`src/rtl/core/acr_pkg.sv`:
```
// ---------------------------------------------------------------------------
// acr_pkg
// Shared types and constants for the box collision resolver: controller
// states, pass codes, object class and kind codes, command and status bundles.
// ---------------------------------------------------------------------------
package acr_pkg;

	// default sizes
	localparam int MAX_OBJECTS_DEF = 32;
	localparam int COORD_BITS_DEF  = 24;

	// object class codes
	localparam logic [1:0] CLS_DYNAMIC = 2'd0;
	localparam logic [1:0] CLS_STATIC  = 2'd1;
	localparam logic [1:0] CLS_MOVED   = 2'd2;

	// collider kind codes
	localparam logic [1:0] KIND_PLAYER = 2'd1;
	localparam logic [1:0] KIND_ENEMY  = 2'd2;

	// resolution passes, in run order
	typedef enum logic [1:0] {
		PASS_DS,
		PASS_DM,
		PASS_MM,
		PASS_MS
	} pass_t;

	// controller states
	typedef enum logic [3:0] {
		ST_LOAD,
		ST_RD_I,
		ST_CHK_I,
		ST_RD_J,
		ST_CHK_J,
		ST_EDGE,
		ST_VEC,
		ST_SEL,
		ST_AXIS,
		ST_UPD,
		ST_WR_I,
		ST_WR_J,
		ST_OUT_RD,
		ST_OUT
	} state_t;

	// source of the store write word
	typedef enum logic [1:0] {
		WSEL_LOAD,
		WSEL_I,
		WSEL_J
	} wsel_t;

	// controller to datapath
	typedef struct packed {
		logic  re;
		logic  we;
		wsel_t wsel;
		logic  ld_a;
		logic  ld_b;
		logic  split;
	} cmd_t;

	// datapath to controller
	typedef struct packed {
		logic [1:0] a_kind;
		logic [1:0] rd_cls;
		logic [1:0] rd_kind;
		logic       overlap;
	} status_t;

endpackage

```
`src/rtl/core/acr_ram.sv`:
```
// ---------------------------------------------------------------------------
// acr_ram
// Generic single-write, single-read memory with a registered read port.
// ---------------------------------------------------------------------------
module acr_ram #(
	parameter int WIDTH = 8,
	parameter int DEPTH = 32
) (
	input  logic                     clk,
	input  logic                     we,
	input  logic [$clog2(DEPTH)-1:0] waddr,
	input  logic [WIDTH-1:0]         wdata,
	input  logic                     re,
	input  logic [$clog2(DEPTH)-1:0] raddr,
	output logic [WIDTH-1:0]         rdata
);

	logic [WIDTH-1:0] mem_q [DEPTH];

	// write port
	always_ff @(posedge clk) begin
		if (we) begin
			mem_q[waddr] <= wdata;
		end
	end

	// registered read, holds between reads
	always_ff @(posedge clk) begin
		if (re) begin
			rdata <= mem_q[raddr];
		end
	end

endmodule

```
`src/rtl/core/acr_dpath.sv`:
```
// ---------------------------------------------------------------------------
// acr_dpath
// Object store and pair arithmetic: box edges, overlap test, minimum
// translation vector, push and saturation, write-back words.
// ---------------------------------------------------------------------------
module acr_dpath #(
	parameter int MAX_OBJECTS = acr_pkg::MAX_OBJECTS_DEF,
	parameter int COORD_BITS  = acr_pkg::COORD_BITS_DEF
) (
	input  logic                           clk,
	input  acr_pkg::cmd_t                  cmd,
	input  logic [$clog2(MAX_OBJECTS)-1:0] ram_addr,
	input  logic signed [COORD_BITS-1:0]   center_x,
	input  logic signed [COORD_BITS-1:0]   center_y,
	input  logic [COORD_BITS-2:0]          box_width,
	input  logic [COORD_BITS-2:0]          box_height,
	input  logic [1:0]                     object_class,
	input  logic [1:0]                     collider_kind,
	output acr_pkg::status_t               sts,
	output logic signed [COORD_BITS-1:0]   new_x,
	output logic signed [COORD_BITS-1:0]   new_y
);

	localparam int CW     = COORD_BITS;
	localparam int WORD_W = 2 * CW + 2 * (CW - 1) + 4;

	logic [WORD_W-1:0] wdata;
	logic [WORD_W-1:0] rdata;

	logic signed [CW-1:0] rd_x, rd_y;
	logic [CW-2:0]        rd_w, rd_h;
	logic [1:0]           rd_cls, rd_kind;

	logic signed [CW-1:0] a_x_q, a_y_q, b_x_q, b_y_q;
	logic [CW-2:0]        a_w_q, a_h_q, b_w_q, b_h_q;
	logic [1:0]           a_cls_q, a_kind_q, b_cls_q, b_kind_q;

	logic signed [CW:0]   ax0_s1, ax1_s1, ay0_s1, ay1_s1;
	logic signed [CW:0]   bx0_s1, bx1_s1, by0_s1, by1_s1;
	logic signed [CW+1:0] dx1_s2, dx2_s2, dy1_s2, dy2_s2;
	logic                 overlap_s2;
	logic [CW+1:0]        mdx1, mdx2, mdy1, mdy2;
	logic signed [CW+1:0] vx_s3, vy_s3;
	logic [CW+1:0]        mvx, mvy;
	logic signed [CW+1:0] mx_s4, my_s4;
	logic signed [CW+1:0] px, py;
	logic signed [CW+2:0] sum_ix, sum_iy, sum_jx, sum_jy;
	logic signed [CW-1:0] nix_s5, niy_s5, njx_s5, njy_s5;

	// clamp a wide sum to the coordinate range
	function automatic logic signed [CW-1:0] sat_fn(input logic signed [CW+2:0] v);
		logic ovf;
		ovf = !((&v[CW+2:CW-1]) || !(|v[CW+2:CW-1]));
		if (!ovf) begin
			sat_fn = v[CW-1:0];
		end else if (v[CW+2]) begin
			sat_fn = {1'b1, {(CW-1){1'b0}}};
		end else begin
			sat_fn = {1'b0, {(CW-1){1'b1}}};
		end
	endfunction

	// magnitude of a difference
	function automatic logic [CW+1:0] mag_fn(input logic signed [CW+1:0] v);
		mag_fn = v[CW+1] ? -v : v;
	endfunction

	// store word layout: x, y, width, height, class, kind
	assign {rd_x, rd_y, rd_w, rd_h, rd_cls, rd_kind} = rdata;

	// write word select
	always_comb begin
		case (cmd.wsel)
			acr_pkg::WSEL_I: wdata = {nix_s5, niy_s5, a_w_q, a_h_q, a_cls_q, a_kind_q};
			acr_pkg::WSEL_J: wdata = {njx_s5, njy_s5, b_w_q, b_h_q, b_cls_q, b_kind_q};
			default:         wdata = {center_x, center_y, box_width, box_height,
			                          object_class, collider_kind};
		endcase
	end

	acr_ram #(
		.WIDTH(WORD_W),
		.DEPTH(MAX_OBJECTS)
	) u_store (
		.clk  (clk),
		.we   (cmd.we),
		.waddr(ram_addr),
		.wdata(wdata),
		.re   (cmd.re),
		.raddr(ram_addr),
		.rdata(rdata)
	);

	// first box of the pair, refreshed on its own write-back
	always_ff @(posedge clk) begin
		if (cmd.ld_a) begin
			a_x_q    <= rd_x;
			a_y_q    <= rd_y;
			a_w_q    <= rd_w;
			a_h_q    <= rd_h;
			a_cls_q  <= rd_cls;
			a_kind_q <= rd_kind;
		end else if (cmd.we && cmd.wsel == acr_pkg::WSEL_I) begin
			a_x_q <= nix_s5;
			a_y_q <= niy_s5;
		end
	end

	// second box of the pair
	always_ff @(posedge clk) begin
		if (cmd.ld_b) begin
			b_x_q    <= rd_x;
			b_y_q    <= rd_y;
			b_w_q    <= rd_w;
			b_h_q    <= rd_h;
			b_cls_q  <= rd_cls;
			b_kind_q <= rd_kind;
		end
	end

	// stage 1: box edges
	always_ff @(posedge clk) begin
		ax0_s1 <= $signed({a_x_q[CW-1], a_x_q}) - $signed({3'b000, a_w_q[CW-2:1]});
		ax1_s1 <= $signed({a_x_q[CW-1], a_x_q}) + $signed({3'b000, a_w_q[CW-2:1]});
		ay0_s1 <= $signed({a_y_q[CW-1], a_y_q}) - $signed({3'b000, a_h_q[CW-2:1]});
		ay1_s1 <= $signed({a_y_q[CW-1], a_y_q}) + $signed({3'b000, a_h_q[CW-2:1]});
		bx0_s1 <= $signed({b_x_q[CW-1], b_x_q}) - $signed({3'b000, b_w_q[CW-2:1]});
		bx1_s1 <= $signed({b_x_q[CW-1], b_x_q}) + $signed({3'b000, b_w_q[CW-2:1]});
		by0_s1 <= $signed({b_y_q[CW-1], b_y_q}) - $signed({3'b000, b_h_q[CW-2:1]});
		by1_s1 <= $signed({b_y_q[CW-1], b_y_q}) + $signed({3'b000, b_h_q[CW-2:1]});
	end

	// stage 2: candidate vectors and overlap, edge contact counts
	always_ff @(posedge clk) begin
		dx1_s2     <= $signed({bx1_s1[CW], bx1_s1}) - $signed({ax0_s1[CW], ax0_s1});
		dx2_s2     <= $signed({bx0_s1[CW], bx0_s1}) - $signed({ax1_s1[CW], ax1_s1});
		dy1_s2     <= $signed({by1_s1[CW], by1_s1}) - $signed({ay0_s1[CW], ay0_s1});
		dy2_s2     <= $signed({by0_s1[CW], by0_s1}) - $signed({ay1_s1[CW], ay1_s1});
		overlap_s2 <= !(ax1_s1 < bx0_s1 || ax0_s1 > bx1_s1 ||
		                ay1_s1 < by0_s1 || ay0_s1 > by1_s1);
	end

	// stage 3: smaller candidate per axis, ties to the second
	assign mdx1 = mag_fn(dx1_s2);
	assign mdx2 = mag_fn(dx2_s2);
	assign mdy1 = mag_fn(dy1_s2);
	assign mdy2 = mag_fn(dy2_s2);

	always_ff @(posedge clk) begin
		vx_s3 <= (mdx1 < mdx2) ? dx1_s2 : dx2_s2;
		vy_s3 <= (mdy1 < mdy2) ? dy1_s2 : dy2_s2;
	end

	// stage 4: smaller axis, ties to y
	assign mvx = mag_fn(vx_s3);
	assign mvy = mag_fn(vy_s3);

	always_ff @(posedge clk) begin
		if (mvx < mvy) begin
			mx_s4 <= vx_s3;
			my_s4 <= '0;
		end else begin
			mx_s4 <= '0;
			my_s4 <= vy_s3;
		end
	end

	// stage 5: full push or half split, then clamp
	assign px     = cmd.split ? (mx_s4 >>> 1) : mx_s4;
	assign py     = cmd.split ? (my_s4 >>> 1) : my_s4;
	assign sum_ix = $signed({{3{a_x_q[CW-1]}}, a_x_q}) + $signed({px[CW+1], px});
	assign sum_iy = $signed({{3{a_y_q[CW-1]}}, a_y_q}) + $signed({py[CW+1], py});
	assign sum_jx = $signed({{3{b_x_q[CW-1]}}, b_x_q}) - $signed({px[CW+1], px});
	assign sum_jy = $signed({{3{b_y_q[CW-1]}}, b_y_q}) - $signed({py[CW+1], py});

	always_ff @(posedge clk) begin
		nix_s5 <= sat_fn(sum_ix);
		niy_s5 <= sat_fn(sum_iy);
		njx_s5 <= sat_fn(sum_jx);
		njy_s5 <= sat_fn(sum_jy);
	end

	// status and result fields
	assign sts.a_kind  = a_kind_q;
	assign sts.rd_cls  = rd_cls;
	assign sts.rd_kind = rd_kind;
	assign sts.overlap = overlap_s2;
	assign new_x       = rd_x;
	assign new_y       = rd_y;

endmodule

```
`src/rtl/core/acr_ctrl.sv`:
```
// ---------------------------------------------------------------------------
// acr_ctrl
// Sequencer for loading, the four ordered resolution passes and the
// report of every object; holds the object count and the config register.
// ---------------------------------------------------------------------------
module acr_ctrl #(
	parameter int MAX_OBJECTS = acr_pkg::MAX_OBJECTS_DEF
) (
	input  logic                           clk,
	input  logic                           arst_n,
	input  logic                           in_valid,
	output logic                           in_stall,
	input  logic                           final_object,
	output logic                           out_valid,
	input  logic                           out_stall,
	input  logic                           cfg_write_en,
	input  logic                           cfg_write_data,
	input  acr_pkg::status_t               sts,
	output acr_pkg::cmd_t                  cmd,
	output logic [$clog2(MAX_OBJECTS)-1:0] ram_addr,
	output logic [$clog2(MAX_OBJECTS)-1:0] object_number,
	output logic                           end_of_run
);

	localparam int IDX_W = $clog2(MAX_OBJECTS);
	localparam int CNT_W = $clog2(MAX_OBJECTS + 1);

	acr_pkg::state_t state_q, state_d;
	acr_pkg::pass_t  pass_q, pass_d;
	logic [CNT_W-1:0] cnt_q, cnt_d, i_q, i_d, j_q, j_d;
	logic [CNT_W-1:0] i_inc, j_inc;
	logic             inv_q;
	logic             full, i_last, j_last, i_ok, j_ok, pe, split;
	logic             adv_i, adv_j;

	assign i_inc  = i_q + CNT_W'(1);
	assign j_inc  = j_q + CNT_W'(1);
	assign i_last = (i_inc >= cnt_q);
	assign j_last = (j_inc >= cnt_q);
	assign full   = (cnt_q == CNT_W'(MAX_OBJECTS));
	assign pe     = (sts.a_kind == acr_pkg::KIND_PLAYER) &&
	                (sts.rd_kind == acr_pkg::KIND_ENEMY);
	assign split  = (pass_q == acr_pkg::PASS_DM) || (pass_q == acr_pkg::PASS_MM);

	// pair filters per pass
	always_comb begin
		unique case (pass_q)
			acr_pkg::PASS_DS: begin
				i_ok = (sts.rd_cls == acr_pkg::CLS_DYNAMIC);
				j_ok = (sts.rd_cls == acr_pkg::CLS_STATIC) && !pe;
			end
			acr_pkg::PASS_DM: begin
				i_ok = (sts.rd_cls == acr_pkg::CLS_DYNAMIC);
				j_ok = (sts.rd_cls == acr_pkg::CLS_MOVED) && !(inv_q && pe);
			end
			acr_pkg::PASS_MM: begin
				i_ok = (sts.rd_cls == acr_pkg::CLS_MOVED);
				j_ok = (sts.rd_cls == acr_pkg::CLS_MOVED);
			end
			default: begin
				i_ok = (sts.rd_cls == acr_pkg::CLS_MOVED);
				j_ok = (sts.rd_cls == acr_pkg::CLS_STATIC);
			end
		endcase
	end

	// next state and loop counters
	always_comb begin
		state_d = state_q;
		pass_d  = pass_q;
		cnt_d   = cnt_q;
		i_d     = i_q;
		j_d     = j_q;
		adv_i   = 1'b0;
		adv_j   = 1'b0;
		unique case (state_q)
			acr_pkg::ST_LOAD: begin
				if (in_valid) begin
					if (!full) cnt_d = cnt_q + CNT_W'(1);
					if (final_object) begin
						state_d = acr_pkg::ST_RD_I;
						pass_d  = acr_pkg::PASS_DS;
						i_d     = '0;
					end
				end
			end
			acr_pkg::ST_RD_I: state_d = acr_pkg::ST_CHK_I;
			acr_pkg::ST_CHK_I: begin
				if (i_ok && (pass_q != acr_pkg::PASS_MM || !i_last)) begin
					j_d     = (pass_q == acr_pkg::PASS_MM) ? i_inc : '0;
					state_d = acr_pkg::ST_RD_J;
				end else begin
					adv_i = 1'b1;
				end
			end
			acr_pkg::ST_RD_J: state_d = acr_pkg::ST_CHK_J;
			acr_pkg::ST_CHK_J: begin
				if (j_ok) state_d = acr_pkg::ST_EDGE;
				else adv_j = 1'b1;
			end
			acr_pkg::ST_EDGE: state_d = acr_pkg::ST_VEC;
			acr_pkg::ST_VEC:  state_d = acr_pkg::ST_SEL;
			acr_pkg::ST_SEL:  state_d = acr_pkg::ST_AXIS;
			acr_pkg::ST_AXIS: begin
				if (sts.overlap) state_d = acr_pkg::ST_UPD;
				else adv_j = 1'b1;
			end
			acr_pkg::ST_UPD: state_d = acr_pkg::ST_WR_I;
			acr_pkg::ST_WR_I: begin
				if (split) state_d = acr_pkg::ST_WR_J;
				else adv_j = 1'b1;
			end
			acr_pkg::ST_WR_J: adv_j = 1'b1;
			acr_pkg::ST_OUT_RD: state_d = acr_pkg::ST_OUT;
			acr_pkg::ST_OUT: begin
				if (!out_stall) begin
					if (i_last) begin
						state_d = acr_pkg::ST_LOAD;
						cnt_d   = '0;
					end else begin
						i_d     = i_inc;
						state_d = acr_pkg::ST_OUT_RD;
					end
				end
			end
			default: state_d = acr_pkg::ST_LOAD;
		endcase

		// step the pair loops
		if (adv_j && !j_last) begin
			j_d     = j_inc;
			state_d = acr_pkg::ST_RD_J;
		end else if (adv_j || adv_i) begin
			i_d = '0;
			if (!i_last) begin
				i_d     = i_inc;
				state_d = acr_pkg::ST_RD_I;
			end else begin
				unique case (pass_q)
					acr_pkg::PASS_DS: pass_d = acr_pkg::PASS_DM;
					acr_pkg::PASS_DM: pass_d = acr_pkg::PASS_MM;
					acr_pkg::PASS_MM: pass_d = acr_pkg::PASS_MS;
					default:          pass_d = acr_pkg::PASS_MS;
				endcase
				state_d = (pass_q == acr_pkg::PASS_MS) ? acr_pkg::ST_OUT_RD
				                                       : acr_pkg::ST_RD_I;
			end
		end
	end

	// outputs and datapath commands
	always_comb begin
		cmd.re    = 1'b0;
		cmd.we    = 1'b0;
		cmd.wsel  = acr_pkg::WSEL_LOAD;
		cmd.ld_a  = 1'b0;
		cmd.ld_b  = 1'b0;
		cmd.split = split;
		ram_addr  = i_q[IDX_W-1:0];
		in_stall  = 1'b1;
		out_valid = 1'b0;
		unique case (state_q) inside
			acr_pkg::ST_LOAD: begin
				in_stall = 1'b0;
				cmd.we   = in_valid && !full;
				ram_addr = cnt_q[IDX_W-1:0];
			end
			acr_pkg::ST_RD_I, acr_pkg::ST_OUT_RD: cmd.re = 1'b1;
			acr_pkg::ST_CHK_I: cmd.ld_a = 1'b1;
			acr_pkg::ST_RD_J: begin
				cmd.re   = 1'b1;
				ram_addr = j_q[IDX_W-1:0];
			end
			acr_pkg::ST_CHK_J: cmd.ld_b = 1'b1;
			acr_pkg::ST_WR_I: begin
				cmd.we   = 1'b1;
				cmd.wsel = acr_pkg::WSEL_I;
			end
			acr_pkg::ST_WR_J: begin
				cmd.we   = 1'b1;
				cmd.wsel = acr_pkg::WSEL_J;
				ram_addr = j_q[IDX_W-1:0];
			end
			acr_pkg::ST_OUT: out_valid = 1'b1;
			default: ;
		endcase
	end

	assign object_number = i_q[IDX_W-1:0];
	assign end_of_run    = i_last;

	// control registers
	always_ff @(posedge clk or negedge arst_n) begin
		if (!arst_n) begin
			state_q <= acr_pkg::ST_LOAD;
			pass_q  <= acr_pkg::PASS_DS;
			cnt_q   <= '0;
			i_q     <= '0;
			j_q     <= '0;
		end else begin
			state_q <= state_d;
			pass_q  <= pass_d;
			cnt_q   <= cnt_d;
			i_q     <= i_d;
			j_q     <= j_d;
		end
	end

	// invincibility register
	always_ff @(posedge clk or negedge arst_n) begin
		if (!arst_n) begin
			inv_q <= 1'b0;
		end else if (cfg_write_en) begin
			inv_q <= cfg_write_data;
		end
	end

endmodule

```
`src/rtl/core/aabb_collision_resolver_unit.sv`:
```
// ---------------------------------------------------------------------------
// aabb_collision_resolver_unit
// Loads axis-aligned boxes, resolves overlaps by minimum translation vector
// in four ordered passes and reports every resolved centre in load order.
// ---------------------------------------------------------------------------
// Usage:
//   Input channel (in_valid/in_stall) takes one box per cycle while loading.
//   The transaction with final_object set starts resolution; in_stall stays
//   high from then until the last result is taken.
//   Resolution walks every candidate pair from one shared store port: a pair
//   rejected on class or kind is only read and loaded; a pair that does not
//   overlap goes through read j, load j and four arithmetic stages; a pushed
//   pair adds the update and the write-back of i, and a split the second
//   write-back; each object start reads and loads i.
//   Output channel (out_valid/out_stall) then gives N transactions, one at a
//   time, each read from the store read port; end_of_run marks the last. A
//   stall simply holds the current result.
//   cfg_write_en/cfg_write_data set player_invincible; write only when idle.
//   Reset clears the object count, the sequencer and player_invincible; the
//   store needs no clearing since only loaded entries are read.
// ---------------------------------------------------------------------------
module aabb_collision_resolver_unit #(
	parameter int MAX_OBJECTS = acr_pkg::MAX_OBJECTS_DEF,
	parameter int COORD_BITS  = acr_pkg::COORD_BITS_DEF
) (
	input  logic                           clk,
	input  logic                           arst_n,
	input  logic                           in_valid,
	output logic                           in_stall,
	input  logic signed [COORD_BITS-1:0]   center_x,
	input  logic signed [COORD_BITS-1:0]   center_y,
	input  logic [COORD_BITS-2:0]          box_width,
	input  logic [COORD_BITS-2:0]          box_height,
	input  logic [1:0]                     object_class,
	input  logic [1:0]                     collider_kind,
	input  logic                           final_object,
	output logic                           out_valid,
	input  logic                           out_stall,
	output logic [$clog2(MAX_OBJECTS)-1:0] object_number,
	output logic signed [COORD_BITS-1:0]   new_x,
	output logic signed [COORD_BITS-1:0]   new_y,
	output logic                           end_of_run,
	input  logic                           cfg_write_en,
	input  logic                           cfg_write_data
);

	acr_pkg::cmd_t    cmd;
	acr_pkg::status_t sts;
	logic [$clog2(MAX_OBJECTS)-1:0] ram_addr;

	// sequencer
	acr_ctrl #(
		.MAX_OBJECTS(MAX_OBJECTS)
	) u_ctrl (
		.clk           (clk),
		.arst_n        (arst_n),
		.in_valid      (in_valid),
		.in_stall      (in_stall),
		.final_object  (final_object),
		.out_valid     (out_valid),
		.out_stall     (out_stall),
		.cfg_write_en  (cfg_write_en),
		.cfg_write_data(cfg_write_data),
		.sts           (sts),
		.cmd           (cmd),
		.ram_addr      (ram_addr),
		.object_number (object_number),
		.end_of_run    (end_of_run)
	);

	// store and pair arithmetic
	acr_dpath #(
		.MAX_OBJECTS(MAX_OBJECTS),
		.COORD_BITS (COORD_BITS)
	) u_dpath (
		.clk          (clk),
		.cmd          (cmd),
		.ram_addr     (ram_addr),
		.center_x     (center_x),
		.center_y     (center_y),
		.box_width    (box_width),
		.box_height   (box_height),
		.object_class (object_class),
		.collider_kind(collider_kind),
		.sts          (sts),
		.new_x        (new_x),
		.new_y        (new_y)
	);

endmodule
```
`config.mk`:
```
export PLATFORM = sky130hd
export DESIGN_NAME = aabb_collision_resolver_unit
export DESIGN_NICKNAME = d
export VERILOG_FILES = /design/src/rtl/core/acr_pkg.sv /design/src/rtl/core/acr_ram.sv /design/src/rtl/core/acr_dpath.sv /design/src/rtl/core/acr_ctrl.sv /design/src/rtl/core/aabb_collision_resolver_unit.sv
export SDC_FILE = /design/constraint.sdc
export NUM_CORES = 2
export LEC_CHECK = 0
export ABC_CLOCK_PERIOD_IN_PS = 13720
export BUFFER_PORTS_ARGS = -buffer_cell sky130_fd_sc_hd__buf_2
export CAP_MARGIN = 20
export CORE_MARGIN = 10
export CORE_UTILIZATION = 45
export CTS_BUF_LIST = sky130_fd_sc_hd__clkbuf_16
export CTS_CLUSTER_DIAMETER = 50
export DETAILED_ROUTE_END_ITERATION = 10
export GPL_TIMING_DRIVEN = 0
export MAX_ROUTING_LAYER = met4
export SKIP_LAST_GASP = 1
export SYNTH_ARGS = -nofsm -noshare
export SYNTH_HDL_FRONTEND = slang
export SYNTH_SLANG_ARGS = --single-unit
```
`constraint.sdc`:
```
create_clock -name clk -period 13.72 [get_ports clk]
set_clock_uncertainty 0.2 [all_clocks]
set_input_delay 1.372 -clock clk [delete_from_list [all_inputs] [get_ports clk]]
set_output_delay 1.372 -clock clk [all_outputs]
set_load 0.03 [all_outputs]
```
---- Yosys cells after proc, flatten, opt, wreduce, memory -nomap -nowiden ----
Memory sizes are Yosys's and may differ from the RTL's. A register that Yosys moved wholly into a read port is not among the register bits.
Index checks and enable logic that the tools add are counted.
storage, ports and cells
  flip-flop bits (word level) ............. 726
  latch bits .............................. 0
  bits in writable memories ............... 3136
  ROM bits ................................ 0
  output and inout port bits .............. 56
  word-level logic and storage cells ...... 238
  memories ................................ 1
operators by class
  $add $sub $neg .......................... 25
  $mul .................................... 0
  divide/modulo/power cells ............... 0
  order comparisons ....................... 9
  equality and inequality tests ........... 36
  shifts and indexed selects .............. 0
  multiplexer cells ....................... 78
  bitwise gates (word level) .............. 0
  reduce and logical (&&, ||, !) cells .... 50
memory list
  memory                 words  bits a word  rd ports  clocked after memory_dff  wr ports  line           source
  u_dpath.u_store.mem_q  32     98           1         1                         1         acr_ram.sv:18  logic [WIDTH-1:0] mem_q [DEPTH];
operators with widths
  kind                   count
  $mux W24               12
  $mux W26               8
  $pmux W98 S2           1
  $neg A26 Y26           6
  $sub A25 B25 Y26       4
  $add A24 B23 Y25       4
  $sub A24 B23 Y25       4
  $mux W6                15
  $lt A26 B26 Y1         3
  $pmux W4 S14           1
  $add A24 B26 Y27       2
  $sub A24 B26 Y27       2
  $gt A25 B25 Y1         2
  $lt A25 B25 Y1         2
  $mux W25               2
  $mux W4                12
  $eq A4 B4 Y1 const B   6
  $pmux W6 S2            2
  $add A6 B1 Y6 const B  3
  $eq A4 B3 Y1 const B   4
  $ne A4 B1 Y1 const B   4
  $reduce_and A4 Y1      4
  $reduce_or A4 Y1       4
  $mux W1                13
  other kinds (27)       78

---- Depth between registers and ports, before layout ----
  word-level depth ........................ 11
  depth in mapped cells ................... 20
  gate-level depth less buffers ........... 19

---- Hierarchy ----
A second synthesis with hierarchy kept.
unflattened totals
  cell total of the unflattened synthesis .. 10826
  area total of the unflattened synthesis .. 168452.8 sq um
modules (own cells, without submodules)
  module     instances  cells an instance  area an instance (sq um)
  acr_ram    1          5704               122028.3
  acr_dpath  1          4856               44144.8
  acr_ctrl   1          266                2279.7

---- Worst setup path before layout ----
Ideal clock, no wire load.
  kind .................................... reg-to-reg
  start point ............................. register u_ctrl.state_q[3]
  end point ............................... register u_ctrl.j_q[3]
  library setup time ...................... 118 ps
  arrival time ............................ 8955 ps
  setup slack ............................. 4447 ps
  cell stages (with the launch flop) ...... 9
  path buffers ............................ 1
  clock period less this slack ............ 9273 ps
  path through ............................ dfrtp_1 nand2b_1 nor3_1 a31o_2 nand2_1 a211oi_1 clkbuf_1 a21oi_1 a21o_1
between the ends
  word-level cells in the longest chain between the ends .. 5
RTL lines
  what                                                 line             source
  from (decl)                                          acr_ctrl.sv:28   acr_pkg::state_t state_q, state_d;
  from (signal assigned)                               acr_ctrl.sv:195  state_q <= acr_pkg::ST_LOAD;
  from (signal assigned)                               acr_ctrl.sv:201  state_q <= state_d;
  $eq A4 B4 Y1 / $eq A4 B3 Y1 (equally long branches)  acr_ctrl.sv:76   unique case (state_q)
  $pmux W1 S4                                          acr_ctrl.sv:76
  $logic_and A1 B1 Y1                                  acr_ctrl.sv:130  if (adv_j && !j_last) begin
  $reduce_bool A2 Y1 (no source line)                  --
  $reduce_and A2 Y1 (no source line)                   --
  to (signal assigned)                                 acr_ctrl.sv:205  j_q <= j_d;
  to (decl)                                            acr_ctrl.sv:30   logic [CNT_W-1:0] cnt_q, cnt_d, i_q, i_d, j_q, j_d;
Parallel ways exist; a longest one is shown, timed or not.
A chain may end at the register's enable or synchronous reset.

---- Worst setup path after layout ----
  start point ............................. register u_ctrl.state_q[0]
  end point ............................... memory u_dpath.u_store.mem_q[4][86] (netlist bit), enable pin
between the ends
  word-level cells in the longest chain between the ends .. 5
RTL lines
  what                               line             source
  $eq A4 B4 Y1 (no source line)      --
  $reduce_or A2 Y1 (no source line)  --
  $pmux W1 S2                        acr_ctrl.sv:162  unique case (state_q) inside
  $mux W1                            acr_ram.sv:22    if (we) begin
  $mux W1 (not written as such)      acr_ram.sv:23    mem_q[waddr] <= wdata;
  to (decl)                          acr_ram.sv:18
Parallel ways exist; a longest one is shown, timed or not.

==> results.ini <==
[yosys]
yosysTopAreaCell=edfxtp_1
synthDistinctLibCells=87
ys.flop_type=edfxtp_1
synth_top_family_by_area=multiplexers
syn_area_per_cell_um2=16.6
syn_area_mm2=0.164
synth_area_leaders=edfxtp_1 (62%), mux4_2 (11%), dfxtp_1 (6.1%)
synthCells=9859
yosys.area_share.simple_pct=4.06
synth_fa_ha_area_share_pct=3.95
synthArstFlopShare_pct=0.644
synth_xor_xnor_area_share_pct=2.49
syn_nets=10500
synth.area.mux_share_pct=11.6
synth.top_cell.area_share_pct=61.6
yosysWarnings=0
synth-seq-cells=3884
synth-seq-area-share_pct=68.1
synth_compound_area_share_pct=7.47
synth-edff-count=3360

[grt]
overflow=0
grt_pass1_vias=98400
antenna_found_initial=62
track_usage_pct=29.8
grt_pass1_wl_um=789000
grt_max_degree=63

[power_and_ir_drop]
p_per_area_mw_per_mm2=275
ir_drop_mv=0.204
p_leak_nw=65.8
totalPowerFinal_mw=53.0

[floorplanning]
rows=221
die_y_um=623
design.die.area_mm2=0.388
initial_utilization_pct=45.2
core-area_mm2=0.363
ioPinCount=161
die_x_um=623

[timing]
fin_setup_tns_ps=0
rsz0062_at_grt=false
tightest_slew_ps=1320
max_freq_ghz=0.134
setup_ws_ps=6280
fin_crit_sh_pct=54.2
setup-violations-final=0
hold_ws_ps=236
final_max_slew_viol_count=0
period_needed_ps=7440
max_slew_margin_pct=11.8
hold_viol_final=0

[worst_setup_path]
critPathKind=register to register
r2r-start=u_ctrl.state_q[0]$_DFFE_PN0P_
critPathLaunchType=register
worstRegToRegCells=14
ff2ff_setup_slack_ps=6280
reg2reg_to=u_dpath.u_store.mem_q[4][86]$_DFFE_PP_
cp_max_fo=15
required_ps=14160
arrival_ps=7880
startpoint=u_ctrl.state_q[0]$_DFFE_PN0P_
worstSetupEndpointType=register

[drt]
vias_per_cell=6.24
drt.antenna.violating_nets=0
top_layer=met4
routedWlPerCell_um=36.3
drt_pass1_iterations=8
wl_um=580000
drc=0
drt_iter0_markers=14400
routedLengthMet1_um=212000
vias=99800
met3_length_um=54300
routed-wl-met2_um=278000

[cells_and_area]
num-fill-cells=28900
nets=11400
final_cell_mix=edfxtp_1 (3360), mux4_2 (768), dfxtp_1 (499)
syn2layout_area_growth_pct=17.5
final_common_cell=edfxtp_1
finalCoreUtilization_pct=53.1
fin_area_mm2=0.192
final_cells=16000
final_layout_size_suffix_gt1_share_pct=22.0

[cts]
clkLatencyLatePin_ps=990
cts_tree=done
h-tree-depth=5
cts_resized=0
ctsHoldBuffers=0
path_clk_slew_ps=60
clock_path_buffers=4
clkSinkCount=3884
cts_root_buf=clkbuf_16
cts_buffers=431
post_cts_buffers=0

[placement]
placedCellCount=15100
dp_hpwl_um=426000
gp_congestion=0.953
place_ws_ps=6130
placed_area_mm2=0.178
io_buffers=158

[run]
maxCapViolations=0

[worst_hold_path]
hold_class=primary input to async pin

[outcome]
outcome=finished, final reports clean

[routing by layer]
metal	GRT usage [%]	up-vias
li1	-	41000
met1	36.5	51700
met2	47.8	5760
met3	5.33	1306
met4	14.9	0
met5	-	-
[area by class of cell]
class | count | area (µm²) | area share, %
Tap cell | 4794 | 6000 | 3.12
Multi-Input combinational cell | 5056 | 49400 | 25.7
Sequential cell | 3884 | 112000 | 58.0
Buffer | 492 | 2240 | 1.17
Antenna cell | 43 | 108 | 0.0559
Clock buffer | 439 | 11000 | 5.71
Timing Repair Buffer | 496 | 7380 | 3.83
Inverter | 427 | 1600 | 0.833
Clock inverter | 354 | 3160 | 1.64
[where the power goes]
part,leakage (nW),total [mW],switching [mW],internal [mW]
logic,23.8,24.9,15.6,9.37
clock network,7.13,11.5,4.90,6.64
registers,34.8,16.5,1.28,15.2
[kinds of logic after synthesis]
logic type | count (synthesis)
flip-flops | 3884
AO/OA/AOI/OAI | 1833
AND/OR/NAND/NOR | 1325
multiplexers | 925
buffers and inverters | 919
adder cells (fa/ha/maj) | 507
XOR/XNOR | 466
[registers in the layout (all words and copies together) (netlist names), 26 cells and up]
signal / flops
u_dpath.dx1_s2: 26
u_dpath.dy1_s2: 26
u_dpath.mx_s4: 26
u_dpath.my_s4: 26
u_dpath.u_store.mem_q: 3072
u_dpath.u_store.rdata: 96
u_dpath.vx_s3: 26
u_dpath.vy_s3: 26
[how the worst max path moves through the flow]
stage	cells past startpoint	end	slack, ps
floorplan	8	u_ctrl.j_q[3]$_DFFE_PN0P_	4450
global placement	11	u_dpath.u_store.mem_q[7][81]$_DFFE_PP_	-5500
detailed placement	13	u_dpath.u_store.mem_q[4][87]$_DFFE_PP_	6130
CTS	13	u_dpath.u_store.mem_q[4][48]$_DFFE_PP_	6090
global route	19	u_dpath.nix_s5[5]$_DFF_P_	6130
finish	14	u_dpath.u_store.mem_q[4][86]$_DFFE_PP_	6280
[cells in the mapped netlist, drive strengths merged, types with 28 or more instances]
library cell  count
o21bai           50
o21a             75
dfxtp           499
a21o            141
nand2b           85
clkbuf          304
buf             188
nor2b            66
a21oi           405
o31ai            72
or3              44
mux4            768
and3             28
a31oi            51
a211oi           45
nor3             78
nand3            83
and2             58
nor2            427
xor2            169
o211ai           28
a22oi           483
xnor2           297
o21ai           283
inv             427
ha              491
mux2            148
nand2           204
nand4           133
or4              44
edfxtp         3360
[critical path, cell delays in order (launching register included)]
cell,delay [ps]
dfrtp_1,310
buf_2,190
nand2_1,90
nor2_1,570
nor2_1,350
a221oi_2,780
buf_2,700
clkbuf_2,530
buf_2,640
nand3_1,820
nor2_4,940
buf_16,260
buf_12,210
buf_16,200
buf_12,200
No activity file was read; power rests on OpenSTA's default activity.
